## src/design/mpss_pkg.sv

```systemverilog
// ----------------------------------------------------------------------------
// mpss_pkg
// Constants, types and codes shared by the PWM step scheduler modules.
// ----------------------------------------------------------------------------
package mpss_pkg;

   // Number of channels held in the duty stores.
   localparam int CHANNELS = 32;
   // Four result bytes carry at most 32 channels.
   localparam int MAX_RESULTS = 4;
   localparam int BYTE_W = 8;
   localparam int CAP = (CHANNELS < MAX_RESULTS * BYTE_W) ? CHANNELS : MAX_RESULTS * BYTE_W;
   // Store index width and channel count width.
   localparam int CHAN_W = (CHANNELS > 1) ? $clog2(CHANNELS) : 1;
   localparam int COUNT_W = 6;
   localparam int DUTY_W = 8;
   localparam int CHAN_IN_W = 5;

   localparam logic [DUTY_W-1:0] LEVEL_MAX = 8'd255;
   localparam logic [COUNT_W-1:0] COUNT_RESET = 6'd32;

   // Item kinds carried on tuser.
   localparam logic MODE_WRITE = 1'b0;
   localparam logic MODE_STEP = 1'b1;

   // Register index select, taken from paddr[2].
   localparam logic REG_ACTIVE_CHANNELS = 1'b0;

   // Control for the duty stores.
   typedef struct packed {
      logic              wr_en;
      logic [CHAN_W-1:0] wr_index;
      logic [DUTY_W-1:0] wr_data;
      logic              copy;
   } store_ctrl_type;

   // Result of one channel compare.
   typedef struct packed {
      logic on;
      logic take;
   } cmp_result_type;

   typedef enum logic [1:0] {
      ST_IDLE = 2'b01,
      ST_SCAN = 2'b10
   } state_type;

endpackage

```

## src/design/mpss_duty_store.sv

```systemverilog
// ----------------------------------------------------------------------------
// mpss_duty_store
// Pending and active duty stores with a single scan read port. Writes land in
// the pending store; a copy moves all pending duties to the active store.
// ----------------------------------------------------------------------------
module mpss_duty_store (
   input  logic                              clock,
   input  logic                              reset,
   input  mpss_pkg::store_ctrl_type          ctrl,
   input  logic [mpss_pkg::CHAN_W-1:0]       rd_index,
   output logic [mpss_pkg::DUTY_W-1:0]       rd_data
);

   logic [mpss_pkg::DUTY_W-1:0] pending_ff [mpss_pkg::CHANNELS];
   logic [mpss_pkg::DUTY_W-1:0] active_ff [mpss_pkg::CHANNELS];

   // Pending store takes duty writes.
   always_ff @(posedge clock) begin
      if (reset) begin
         for (int i = 0; i < mpss_pkg::CHANNELS; i++) begin
            pending_ff[i] <= '0;
         end
      end else if (ctrl.wr_en) begin
         pending_ff[ctrl.wr_index] <= ctrl.wr_data;
      end
   end

   // Active store is refreshed as a whole at a cycle start.
   always_ff @(posedge clock) begin
      if (reset) begin
         for (int i = 0; i < mpss_pkg::CHANNELS; i++) begin
            active_ff[i] <= '0;
         end
      end else if (ctrl.copy) begin
         for (int i = 0; i < mpss_pkg::CHANNELS; i++) begin
            active_ff[i] <= pending_ff[i];
         end
      end
   end

   assign rd_data = active_ff[rd_index];

endmodule

```

## src/design/mpss_cmp_unit.sv

```systemverilog
// ----------------------------------------------------------------------------
// mpss_cmp_unit
// Shared compare unit: decides one channel's on bit and whether its duty is
// the new least duty above the current level.
// ----------------------------------------------------------------------------
module mpss_cmp_unit (
   input  logic [mpss_pkg::DUTY_W-1:0] duty,
   input  logic [mpss_pkg::DUTY_W-1:0] level,
   input  logic [mpss_pkg::DUTY_W-1:0] least,
   output mpss_pkg::cmp_result_type    result
);

   logic above;

   // A channel is on above the level; every channel is on at the top level.
   always_comb begin
      above = duty > level;
      result.on = above || (level == mpss_pkg::LEVEL_MAX);
      result.take = above && (duty < least);
   end

endmodule

```

## src/design/multichannel_pwm_step_scheduler.sv

```systemverilog
// ----------------------------------------------------------------------------
// multichannel_pwm_step_scheduler
// Event-driven PWM step scheduler: stores channel duties and, on each step,
// sends the channel on-mask as bytes together with the next change level.
// ----------------------------------------------------------------------------
// A duty write is taken in idle, and the block stays ready in the next cycle.
// A step scans the n active channels in order: one channel per cycle, unless a
// byte stalls the scan, passes through the shared compare unit.
// A byte stalls the scan only while the previous result still waits.
// Reset is synchronous and active high; it clears both duty stores, the
// level and the dirty flag, and sets the channel count to 32.
// ----------------------------------------------------------------------------
module multichannel_pwm_step_scheduler (
   input  logic        clock,
   input  logic        reset,
   // Input channel.
   input  logic        req_tvalid,
   output logic        req_tready,
   input  logic [15:0] req_tdata,   // channel[4:0], duty[12:5], zero[15:13]
   input  logic        req_tuser,   // mode[0]
   // Result channel.
   output logic        rsp_tvalid,
   input  logic        rsp_tready,
   output logic [15:0] rsp_tdata,   // pattern_byte[7:0], next_level[15:8]
   output logic        rsp_tlast,
   // Configuration port.
   input  logic        csr_psel,
   input  logic        csr_penable,
   input  logic        csr_pwrite,
   input  logic [2:0]  csr_paddr,
   input  logic [31:0] csr_pwdata,
   output logic [31:0] csr_prdata,
   output logic        csr_pready
);

   localparam int CW = mpss_pkg::COUNT_W;
   localparam int DW = mpss_pkg::DUTY_W;

   mpss_pkg::state_type       state_ff, state_in;
   logic [CW-1:0]             active_channels_ff;
   logic [CW-1:0]             eff_count;
   logic                      dirty_ff, dirty_in;
   logic [DW-1:0]             level_ff, level_in;
   logic [CW-1:0]             ch_ff, ch_in;
   logic [7:0]                bits_ff, bits_in;
   logic [DW-1:0]             least_ff, least_in;
   logic                      out_valid_ff, out_valid_in;
   logic [15:0]               out_data_ff, out_data_in;
   logic                      out_last_ff, out_last_in;

   logic                      req_fire;
   logic                      req_mode;
   logic [mpss_pkg::CHAN_IN_W-1:0] req_channel;
   logic [DW-1:0]             req_duty;
   logic                      chan_ok;
   logic                      byte_end;
   logic                      step_end;
   logic                      stall;
   logic                      advance;
   logic [CW-1:0]             ch_next;
   logic [7:0]                pattern;
   logic [DW-1:0]             least_new;
   logic [DW-1:0]             next_level;
   logic [DW-1:0]             rd_duty;
   mpss_pkg::store_ctrl_type  store_ctrl;
   mpss_pkg::cmp_result_type  cmp;
   logic                      csr_wr;

   // Configuration register write and read.
   assign csr_pready = 1'b1;
   assign csr_wr = csr_psel && csr_penable && csr_pwrite && csr_pready;

   always_ff @(posedge clock) begin
      if (reset) begin
         active_channels_ff <= mpss_pkg::COUNT_RESET;
      end else if (csr_wr && (csr_paddr[2] == mpss_pkg::REG_ACTIVE_CHANNELS)) begin
         active_channels_ff <= csr_pwdata[CW-1:0];
      end
   end

   assign csr_prdata = (csr_paddr[2] == mpss_pkg::REG_ACTIVE_CHANNELS) ?
                       {{(32-CW){1'b0}}, active_channels_ff} : 32'd0;

   // Effective channel count: zero counts as one, large values saturate.
   always_comb begin
      if (active_channels_ff == '0) begin
         eff_count = CW'(1);
      end else if (active_channels_ff > CW'(mpss_pkg::CAP)) begin
         eff_count = CW'(mpss_pkg::CAP);
      end else begin
         eff_count = active_channels_ff;
      end
   end

   // Input item fields.
   assign req_tready = (state_ff == mpss_pkg::ST_IDLE);
   assign req_fire = req_tvalid && req_tready;
   assign req_mode = req_tuser;
   assign req_channel = req_tdata[4:0];
   assign req_duty = req_tdata[12:5];
   assign chan_ok = {1'b0, req_channel} < eff_count;

   // Duty store control.
   always_comb begin
      store_ctrl.wr_en = req_fire && (req_mode == mpss_pkg::MODE_WRITE) && chan_ok;
      store_ctrl.wr_index = mpss_pkg::CHAN_W'(req_channel);
      store_ctrl.wr_data = req_duty;
      store_ctrl.copy = req_fire && (req_mode == mpss_pkg::MODE_STEP) &&
                        (level_ff == '0) && dirty_ff;
   end

   mpss_duty_store u_store (
      .clock    (clock),
      .reset    (reset),
      .ctrl     (store_ctrl),
      .rd_index (ch_ff[mpss_pkg::CHAN_W-1:0]),
      .rd_data  (rd_duty)
   );

   mpss_cmp_unit u_cmp (
      .duty   (rd_duty),
      .level  (level_ff),
      .least  (least_ff),
      .result (cmp)
   );

   // Scan position and byte boundaries.
   assign ch_next = ch_ff + CW'(1);
   assign step_end = (ch_next == eff_count);
   assign byte_end = (ch_ff[2:0] == 3'd7) || step_end;
   assign stall = byte_end && out_valid_ff && !rsp_tready;
   assign advance = (state_ff == mpss_pkg::ST_SCAN) && !stall;
   assign pattern = {cmp.on, bits_ff[7:1]};
   assign least_new = cmp.take ? rd_duty : least_ff;
   assign next_level = (least_new == mpss_pkg::LEVEL_MAX) ? '0 : least_new;

   // Sequencer: duty writes in idle, one channel per cycle while scanning unless a byte stalls.
   always_comb begin
      state_in = state_ff;
      dirty_in = dirty_ff;
      level_in = level_ff;
      ch_in = ch_ff;
      bits_in = bits_ff;
      least_in = least_ff;
      out_valid_in = out_valid_ff && !rsp_tready;
      out_data_in = out_data_ff;
      out_last_in = out_last_ff;
      unique case (state_ff)
         mpss_pkg::ST_IDLE: begin
            if (store_ctrl.wr_en) begin
               dirty_in = 1'b1;
            end
            if (store_ctrl.copy) begin
               dirty_in = 1'b0;
            end
            if (req_fire && (req_mode == mpss_pkg::MODE_STEP)) begin
               ch_in = '0;
               bits_in = '0;
               least_in = mpss_pkg::LEVEL_MAX;
               state_in = mpss_pkg::ST_SCAN;
            end
         end
         mpss_pkg::ST_SCAN: begin
            if (advance) begin
               ch_in = ch_next;
               bits_in = byte_end ? 8'd0 : pattern;
               least_in = least_new;
               if (byte_end) begin
                  out_valid_in = 1'b1;
                  out_data_in = {(step_end ? next_level : 8'd0), pattern};
                  out_last_in = step_end;
               end
               if (step_end) begin
                  level_in = next_level;
                  state_in = mpss_pkg::ST_IDLE;
               end
            end
         end
         default: begin
            state_in = mpss_pkg::ST_IDLE;
         end
      endcase
   end

   // Control registers.
   always_ff @(posedge clock) begin
      if (reset) begin
         state_ff <= mpss_pkg::ST_IDLE;
         dirty_ff <= 1'b0;
         level_ff <= '0;
         out_valid_ff <= 1'b0;
      end else begin
         state_ff <= state_in;
         dirty_ff <= dirty_in;
         level_ff <= level_in;
         out_valid_ff <= out_valid_in;
      end
   end

   // Scan and output payload registers.
   always_ff @(posedge clock) begin
      ch_ff <= ch_in;
      bits_ff <= bits_in;
      least_ff <= least_in;
      out_data_ff <= out_data_in;
      out_last_ff <= out_last_in;
   end

   assign rsp_tvalid = out_valid_ff;
   assign rsp_tdata = out_data_ff;
   assign rsp_tlast = out_last_ff;

endmodule

```

## config.mk

```make
export PLATFORM = sky130hd
export DESIGN_NAME = multichannel_pwm_step_scheduler
export DESIGN_NICKNAME = d
export VERILOG_FILES = /design/src/design/mpss_pkg.sv /design/src/design/mpss_duty_store.sv /design/src/design/mpss_cmp_unit.sv /design/src/design/multichannel_pwm_step_scheduler.sv
export SDC_FILE = /design/constraint.sdc
export NUM_CORES = 1
export LEC_CHECK = 0
export BUFFER_PORTS_ARGS = -buffer_cell sky130_fd_sc_hd__buf_2
export CORE_ASPECT_RATIO = 0.75
export CORE_MARGIN = 2
export CORE_UTILIZATION = 50
export DETAILED_ROUTE_END_ITERATION = 10
export PLACE_DENSITY = 0.73
export RECOVER_POWER = 50
export SETUP_SLACK_MARGIN = 0.4
export SLEW_MARGIN = 20
export SYNTH_ARGS = -nofsm -noshare
export SYNTH_HDL_FRONTEND = slang
export SYNTH_HIERARCHICAL = 1
export SYNTH_SLANG_ARGS = --single-unit
```

## constraint.sdc

```tcl
create_clock -name clock -period 4.2 [get_ports clock]
set_input_delay 0.42 -clock clock [delete_from_list [all_inputs] [get_ports clock]]
set_output_delay 0.42 -clock clock [all_outputs]
set_load 0.02 [all_outputs]
```

==> results of run 1 <==
## power by group through the flow
| stage | Sequential, mW | Combinational (mW) | Clock [mW] |
|---|---|---|---|
| after floorplan | 6.60 | 0.547 | 0 |
| after global placement | 6.65 | 0.835 | 0 |
| after detailed placement | 6.65 | 0.848 | 0 |
| after CTS | 6.53 | 0.919 | 4.73 |
| after global routing | 6.55 | 1.02 | 4.94 |
| final | 6.54 | 0.965 | 4.65 |
## Yosys cell counts, types with 8 or more instances
master | number | area (µm²)
clkbuf_1 | 68 | 255
nor2_1 | 65 | 244
ha_1 | 21 | 263
mux4_2 | 80 | 1800
edfxtp_1 | 550 | 16500
inv_1 | 18 | 67.6
buf_6 | 8 | 90.1
nor2b_1 | 131 | 820
and2_1 | 411 | 2570
buf_4 | 30 | 225
a21oi_1 | 10 | 50.1
mux2i_1 | 11 | 110
mux2_2 | 8 | 90.1
or2_2 | 33 | 206
nand2_1 | 11 | 41.3
dfxtp_1 | 18 | 360
## worst max path at each step
stage                             end  slack, ns
final                     level_ff[7]      -0.33
after floorplan           level_ff[3]      -0.09
after CTS                 level_ff[4]      -0.29
after global routing      level_ff[7]      -0.47
after detailed placement  level_ff[4]      -0.53
after global placement    level_ff[5]      -0.44
## per-stage QoR
stage               util (%)  power, mW  hold slack, ns
global placement        53.5       7.49           0.405
finish                  57.8       12.2          0.0730
global route            57.8       12.5          0.0697
detailed placement      53.5       7.50           0.410
CTS                     57.6       12.2          0.0440
floorplan                  -       7.15           0.400
## layout by cell type, fill, tap and decap left out, types with 5 or more instances in the layout
master       n
buf_4       79
clkinv_2    12
ha_1        14
edfxtp_1   550
o21ai_1      6
clkbuf_16   53
nand2b_1     5
a21oi_2      5
buf_12      15
buf_2       50
nor2b_1    129
clkinv_1    11
or2_2       32
nand2_1     11
dfxtp_1     18
a21oi_1      6
conb_1      27
and2_1     411
mux2_4      12
inv_1       18
nand4_1      6
clkbuf_1    12
nor2_2       9
ha_4         7
mux4_2      80
nor2_1      56
mux2i_1      6
## worst max-delay path: cells and delay by family, from the launching register on
family,cells,cell delay (ns)
flip-flops,1,0.38
AO/OA/AOI/OAI,3,0.70
buffers and inverters,4,0.65
AND/OR/NAND/NOR,4,0.60
adder cells (fa/ha/maj),1,0.34
multiplexers,5,1.73
## repair_timing
item	CTS	global route
setup buffers	10	1
cloned	3	0
pin swaps	7	15
setup endpoints to repair	24	25
gates resized for setup	27	23
## cell type report
class | instances | area, µm² | share of cell area (%)
Inverter | 18 | 67.6 | 0.240
Timing Repair Buffer | 153 | 1310 | 4.64
Sequential cell | 568 | 16900 | 59.9
Clock buffer | 66 | 1400 | 4.95
Clock inverter | 31 | 258 | 0.915
Tap cell | 648 | 811 | 2.88
Multi-Input combinational cell | 909 | 7460 | 26.5
## registers in the layout, summed over array words and instances, names as in the netlist, 2 cells and up
signal / count
u_store/active_ff: 256
u_store/pending_ff: 256
rsp_tdata: 16
least_ff: 8
level_ff: 8
bits_ff: 7
active_channels_ff: 6
ch_ff: 6
state_ff: 2
## logic make-up (layout without fill, tap and decap cells)
group                      after synthesis  in the layout  share of synthesized area, %
adders and majority gates               21             21                          1.07
AOI/OAI and AO/OA                       45             45                          1.42
xor gates and xnor gates                 5              5                         0.239
muxes                                  106            106                          8.55
and+or+nand+nor                        705            705                          17.4
buffers and inverters                  133            268                          2.74
other                                    2             27                        0.0305
DFF                                    568            568                          68.5
## metal layers
layer  up-vias  GRT usage [%]  share of wire (%)
li1       5888              -                  -
met1      6779           36.0                 46
met2       554           31.6                 43
met3        59           4.56                9.6
met4         0           4.53                1.5
met5         -              0                  0
==> metrics.txt, run 1 <==
status=complete, but fails checks; failing checks=setup timing; number of routed nets with antenna violations=0; worst reg2reg path depth=17; Hold Fails Final Rpt=0; Power per Cell Area=431 nW/µm²; GRT Residual Overflow=0; fin crit period=about 4.5 ns; top_reg_cell synth=edfxtp_1; hold-fix buffers at CTS=0; Place WS=-0.533 ns; Tcrit/Tclk final=108%; register bit total from synthesis=568; Seq/Total Area, Yosys=approximately 69%; Distinct cells, synth=73; Critical Path Source=ch_ff[1]; Int Power=9.45 mW; maximum vdd drop=0.400 mV; Clock Latency Late Sink=0.59 ns; maxcap violations=0; Leak Pwr=10.5 nW; Worst-Margin Slew=1.00 ns; worst endpoint required time=4.67 ns; min-delay src=csr_pwdata[1]; count of mapped cells out of synthesis=roughly 1,600; Flop pwr share=53.8%; clock power share=38.3%; synthesized cell area=24,600 µm²; reg2reg setup slack=-0.33 ns; filler cell count=~3,700; hold path endpoint=active_channels_ff[1]; overall routing resource usage=22.4%; Ys Warns=6; unrepaired setup endpoints after global routing=yes; setup_tns=-5.09 ns; skew final=0.0149 ns; CP startpoint kind=flip-flop; via count=13,280; Largest stage delay, worst path=roughly 0.53 ns; arrival time at the worst endpoint=5.00 ns; pins over their slew limit=0; switching power=between 2 and 3 mW; # setup viols final=21; area grow syn2layout=14.4%; Comb pwr share=7.9%; largest net degree at the start of global routing=166; Setup CP Type=flip-flop to flip-flop; Post-Layout Inst Area=28,200 µm²; Area after DPL=26,000 µm²; initial DRC count=roughly 1,600; number of I/O pins=approximately 110; EDFF count, synth=550; initial antenna violation count=1; die width=260 µm; remaining routing DRC violations=0; worst-path cell chain=buf_12 -> buf_16 -> buf_12 -> mux4_2 -> mux4_2 -> mux2_2 -> ha_1 -> o211ai_1 -> a21oi_2 -> nor3_4 -> nor4_4 -> buf_6 -> mux2i_4 -> a2111oi_4 -> or2_4 -> nor2_1 -> mux2_4; Avg Inst Size Synth=15.5 µm²; DR WL/cell=around 23 µm; die area=51,100 µm²; drt via density=5.55; Nets=1,783; antenna cell count=0; clk sinks=568; Crit-path slowest cell=mux4_2; achievable frequency=~0.22 GHz; Post-DP HPWL=34,800 µm; first-pass GRT wire length=~84,000 µm; core area=roughly 49,000 µm²; Slew Limit Headroom=33.3%; fin cells=2,393; Max FO, Critical Path=8; Clock Tree Buf Depth=3; CTS clock-pin slew for the worst setup and hold paths=0.06 ns; Initial Util=50.6%; Num CTS Buffers=53; # H-tree levels=2; Final WS setup=-0.327 ns; Clock Root Buffer=clkbuf_16; Die Y=a little under 200 µm; Routed WL=56,100 µm; Crit Reg-Reg Endpoint=level_ff[7]; num rows=70; TritonCTS clock tree=yes; 1st-pass router iterations=7; Synth async-reset ratio=0%; number of global-route vias before repair=about 13,000; DP Cell Count=2,282; Worst R2R Start=ch_ff[1]; Min-Delay Path Class=input port to flip-flop; share of cells above drive strength 1=23.4%; routability cong.=0.888; PortBufs=52; hold depth=3; switching part of the total=22.3%; Worst setup EP type=flip-flop
Power figures use the tool's default switching activity.
==> run 2, diff against run 1 <==
--- a/config.mk
+++ b/config.mk
@@ -6,11 +6,14 @@
 export NUM_CORES = 1
 export LEC_CHECK = 0
 export BUFFER_PORTS_ARGS = -buffer_cell sky130_fd_sc_hd__buf_2
+export CELL_PAD_IN_SITES_DETAIL_PLACEMENT = 1
+export CELL_PAD_IN_SITES_GLOBAL_PLACEMENT = 2
 export CORE_ASPECT_RATIO = 0.75
 export CORE_MARGIN = 2
-export CORE_UTILIZATION = 50
+export CORE_UTILIZATION = 41
 export DETAILED_ROUTE_END_ITERATION = 10
-export PLACE_DENSITY = 0.73
+export GPL_TIMING_DRIVEN = 1
+export PLACE_DENSITY = 0.78
 export RECOVER_POWER = 50
 export SETUP_SLACK_MARGIN = 0.4
 export SLEW_MARGIN = 20
==> metrics.txt, run 2 (synthesis gave the netlist of run 1 again) <==
CP startpoint kind=flip-flop; unrepaired setup endpoints after global routing=yes; Die Y=216 µm; Clock Latency Late Sink=0.62 ns; DP Cell Count=approximately 2,400; number of I/O pins=about 110; Int Power=9.93 mW; hold-fix buffers at CTS=0; setup_tns=-6.89 ns; commonest non-fill, non-tap cell in the layout=edfxtp_1; clk sinks=568; die width=287 µm; core area=59,200 µm²; overall routing resource usage=19.7%; switching power=2.84 mW; clock power share=40.6%; Worst-Margin Slew=2.96 ns; Comb pwr share=between 8 and 9%; first-pass GRT wire length=90,800 µm; Final WS setup=-0.438 ns; reg2reg setup slack=-0.44 ns; worst reg2reg path depth=17; Post-DP HPWL=38,300 µm; fin cells=roughly 2,600; initial DRC count=~1,100; Worst R2R Start=ch_ff[1]; Leak Pwr=10.7 nW; via count=13,276; 1st-pass router iterations=5; status=complete, but fails checks; arrival time at the worst endpoint=5.13 ns; Clock Root Buffer=clkbuf_16; GRT Residual Overflow=0; Routed WL=60,200 µm; Place WS=-0.594 ns; Area after DPL=~26,000 µm²; Max FO, Critical Path=13; drt via density=5.20; hold slack=0.0337 ns; remaining routing DRC violations=0; DR WL/cell=around 24 µm; Tcrit/Tclk final=110%; area grow syn2layout=16.3%; routability cong.=0.823; Post-Layout Inst Area=about 29,000 µm²; switching part of the total=22.3%; share of cells above drive strength 1=23.8%; Nets=1,797; most frequent cells in the layout=550 x edfxtp_1, 411 x and2_1, 128 x nor2b_1; pins over their slew limit=67; number of global-route vias before repair=13,967; CTS clock-pin slew for the worst setup and hold paths=0.07 ns; PnR Total Power=12.8 mW; TritonCTS clock tree=yes; skew final=0.0310 ns; Hold Fails Final Rpt=0; worst endpoint required time=around 4.7 ns; # setup viols final=21; PortBufs=52; maximum vdd drop=0.349 mV; die area=62,100 µm²; Clock Tree Buf Depth=3; achievable frequency=0.216 GHz; num rows=77; Crit Reg-Reg Endpoint=level_ff[0]; Setup CP Type=flip-flop to flip-flop; Num CTS Buffers=55; # H-tree levels=2; failing checks=capacitance limit, slew limit, setup timing; largest net degree at the start of global routing=roughly 150; Flop pwr share=51.1%; Worst setup EP type=flip-flop; initial antenna violation count=3; maxcap violations=1; Initial Util=41.6%; min-delay src=csr_pwdata[2]; final core utilization=48.4%; hold depth=3; hold path endpoint=active_channels_ff[2]; Slew Limit Headroom=-97.1%; fin crit period=~4.6 ns; Power per Cell Area=446 nW/µm²; number of routed nets with antenna violations=0; Min-Delay Path Class=input port to flip-flop
-- run 2: power by group through the flow --
stage | registers, mW | logic, mW | clock network, mW
2_1_floorplan | 6.60 | 0.547 | 0
3_3_place_gp | 6.63 | 0.908 | 0
3_5_place_dp | 6.64 | 0.933 | 0
4_1_cts | 6.52 | 0.993 | 5.31
5_1_grt | 6.54 | 1.13 | 5.49
6_report | 6.52 | 1.06 | 5.19
-- run 2: worst max path at each step --
| stage | endpoint | from | cells past startpoint |
|---|---|---|---|
| after floorplan | level_ff[3] | ch_ff[1] | 18 |
| after global placement | level_ff[1] | ch_ff[1] | 17 |
| after detailed placement | level_ff[3] | ch_ff[1] | 19 |
| after CTS | level_ff[4] | ch_ff[1] | 18 |
| after global routing | level_ff[0] | ch_ff[1] | 16 |
| final | level_ff[0] | ch_ff[1] | 17 |
-- run 2: critical path, stage by stage (launching register included) --
cell and delay, ns:
edfxtp_1 0.41, buf_12 0.18, buf_16 0.18, mux4_2 0.58, mux4_2 0.51, mux2_4 0.33, ha_4 0.22, nor2b_4 0.12
o211ai_1 0.24, a21oi_2 0.12, nor3_4 0.19, nor4_4 0.07, nor2b_2 0.16, nand4_1 0.20, a2111oi_4 0.45, or2_4 0.23
nor2_1 0.06, mux2_4 0.26
-- run 2: layer usage --
layer | vias up | global-route usage, % | wire [µm]
met2 | 293 | 30.3 | 27600
li1 | 5918 | - | -
met1 | 6995 | 29.7 | 28300
met5 | - | 0 | 15
met3 | 68 | 3.16 | 3260
met4 | 2 | 3.94 | 1040
-- run 2: area by class of cell --
| class | count | area, µm² |
|---|---|---|
| clock inverters | 28 | 413 |
| clock buffers | 72 | 1440 |
| repair buffers | 165 | 1450 |
| flip-flops and latches | 568 | 16900 |
| multi-input cells | 909 | 7400 |
| diodes | 1 | 2.50 |
| fillers | 5726 | 30500 |
| inverters | 18 | 67.6 |
| well taps | 790 | 988 |
-- run 2: repair_timing --
action                     CTS  global route
gates cloned                 2             0
gates resized for setup     29            23
setup endpoints to repair   24            73
buffers inserted             7             4
pin swaps                   11            11
==> run 3, diff against run 2 <==
--- a/config.mk
+++ b/config.mk
@@ -10,10 +10,11 @@
 export CELL_PAD_IN_SITES_GLOBAL_PLACEMENT = 2
 export CORE_ASPECT_RATIO = 0.75
 export CORE_MARGIN = 2
-export CORE_UTILIZATION = 41
+export CORE_UTILIZATION = 43
+export CTS_BUF_LIST = sky130_fd_sc_hd__clkbuf_8
 export DETAILED_ROUTE_END_ITERATION = 10
 export GPL_TIMING_DRIVEN = 1
-export PLACE_DENSITY = 0.78
+export PLACE_DENSITY = 0.82
 export RECOVER_POWER = 50
 export SETUP_SLACK_MARGIN = 0.4
 export SLEW_MARGIN = 20
==> metrics.txt, run 3 (synthesis gave the netlist of run 1 again) <==
number of I/O pins=111; Top delay family on crit path=multiplexers; maxcap violations=2; fin crit period=4.90 ns; Worst setup EP type=flip-flop; Power per Cell Area=roughly 430 nW/µm²; fin cells=approximately 2,600; arrival time at the worst endpoint=5.37 ns; core area=56,300 µm²; maximum vdd drop=0.246 mV; Critical Path Source=ch_ff[1]; failing checks=capacitance limit, slew limit, setup timing; DP Cell Count=2,386; clk sinks=roughly 570; overall routing resource usage=22.0%; CP startpoint kind=flip-flop; most frequent cells in the layout=550 x edfxtp_1, 268 x and2_1, 142 x and2_0; initial DRC count=1,486; Post-DP HPWL=40,000 µm; Leak Pwr=10.5 nW; drt via density=~5.4; skew final=0.0395 ns; Num CTS Buffers=89; 1st-pass router iterations=5; GRT Residual Overflow=0; num rows=75; hold depth=3; pins over their slew limit=about 160; worst endpoint required time=approximately 4.7 ns; Largest stage delay, worst path=0.55 ns; Clock Latency Late Sink=just over 0.7 ns; reg2reg setup slack=-0.70 ns; Die Y=211 µm; via count=13,982; commonest non-fill, non-tap cell in the layout=edfxtp_1; Worst R2R Start=ch_ff[1]; Final WS setup=-0.701 ns; Max FO, Critical Path=7; unrepaired setup endpoints after global routing=yes; CTS clock-pin slew for the worst setup and hold paths=0.07 ns; share of cells above drive strength 1=22.4%; CP Buf/Inv Count=7; PortBufs=52; Routed WL=65,000 µm; die width=280 µm; Crit-path slowest cell=mux4_2; die area=roughly 59,000 µm²; first-pass GRT wire length=93,800 µm; status=complete, but fails checks; routability cong.=between 0.8 and 0.9; largest net degree at the start of global routing=137; Initial Util=43.8%; worst-path cell chain=buf_6 -> buf_12 -> buf_12 -> buf_8 -> mux4_2 -> mux4_2 -> mux2_4 -> ha_4 -> nand4_1 -> a21oi_2 -> nor3_2 -> nor4_2 -> buf_4 -> buf_6 -> nand3_4 -> a2111oi_4 -> buf_4 -> nand2b_4 -> nor2_2; Slew Limit Headroom=-89.3%; min-delay src=rsp_tready; number of routed nets with antenna violations=0; # setup viols final=24; initial antenna violation count=7; number of global-route vias before repair=14,189; remaining routing DRC violations=0; filler cell count=5,454; final core utilization=between 50% and 60%; Worst-Margin Slew=2.84 ns; DR WL/cell=~25 µm; Tcrit/Tclk final=117%; worst reg2reg path depth=19; hold path endpoint=rsp_tvalid; Setup CP Type=flip-flop to flip-flop; # H-tree levels=3; Clock Root Buffer=clkbuf_8; cell count along the critical path=19; Crit Reg-Reg Endpoint=rsp_tdata[12]; Hold Fails Final Rpt=0; Nets=around 1,900; Clock Tree Buf Depth=3; Min-Delay Path Class=input port to flip-flop; area grow syn2layout=15.8%; TritonCTS clock tree=yes; achievable frequency=just over 0.2 GHz
[run 3: changes by cell type in the layout (fill, tap and decap cells not counted), sizes merged, moves of 6 or more]
cell | before | now
buf | 162 | 131
bufinv | 10 | 4
clkbuf | 75 | 152
dlygate4sd3 | 0 | 6
inv | 19 | 57
[run 3: cell type report]
class | count | area [µm²] | share of cell area, %
clock buffers | 89 | 1220 | 4.30
clock inverters | 66 | 410 | 1.44
diodes | 4 | 10.0 | 0.0351
multi-input cells | 909 | 7500 | 26.3
well taps | 731 | 915 | 3.21
inverters | 18 | 67.6 | 0.237
repair buffers | 200 | 1520 | 5.32
flip-flops and latches | 568 | 16900 | 59.2
[run 3: worst max path at each step]
| stage | slack [ns] | to |
|---|---|---|
| after floorplan | -0.09 | level_ff[3] |
| after CTS | -0.44 | level_ff[4] |
| after global placement | -0.54 | level_ff[5] |
| after global routing | -0.82 | rsp_tdata[12] |
| after detailed placement | -0.66 | level_ff[4] |
| final | -0.70 | rsp_tdata[12] |
[run 3: worst register-to-register path, stage by stage, from the launching register on]
cell and delay, ns:
edfxtp_1 0.38, buf_6 0.13, buf_12 0.14, buf_12 0.15, buf_8 0.11, mux4_2 0.55
mux4_2 0.51, mux2_4 0.33, ha_4 0.28, nand4_1 0.14, a21oi_2 0.16, nor3_2 0.08
nor4_2 0.40, buf_4 0.21, buf_6 0.12, nand3_4 0.09, a2111oi_4 0.43, buf_4 0.19
nand2b_4 0.19, nor2_2 0.05
[run 3: report_power, final]
part,total (mW),switching (mW),internal (mW)
clock,4.47,2.24,2.23
combinational,1.20,0.660,0.535
sequential,6.55,0.105,6.45
[run 3: metal layers]
layer	GRT usage [%]	vias up	wire (µm)
met1	33.6	7276	30100
li1	-	6061	-
met5	0	-	36
met3	5.12	114	5000
met2	31.3	525	28200
met4	6.68	6	1700
[run 3: per-stage QoR]
stage	setup TNS, ns	total power, mW	hold WS (ns)	setup WS (ns)	instance area, µm²
6_report	-13.84	12.2	0.0825	-0.701	28500
3_3_place_gp	-7.39	7.52	0.408	-0.544	26300
4_1_cts	-7.31	12.2	0.0353	-0.443	28500
3_5_place_dp	-8.95	7.56	0.407	-0.659	26300
5_1_grt	-23.01	12.6	0.0824	-0.817	28500
2_1_floorplan	-0.538	7.15	0.400	-0.0899	24800
[run 3: repair_timing]
item / 4_1_cts / 5_1_grt
hold buffers: 6 / 0
gates cloned: 2 / 0
endpoints found under the hold margin: 6 / 0
buffers inserted: 18 / 14
endpoints found under the setup margin: 25 / 26
pin swaps: 22 / 16
resized for setup: 59 / 32
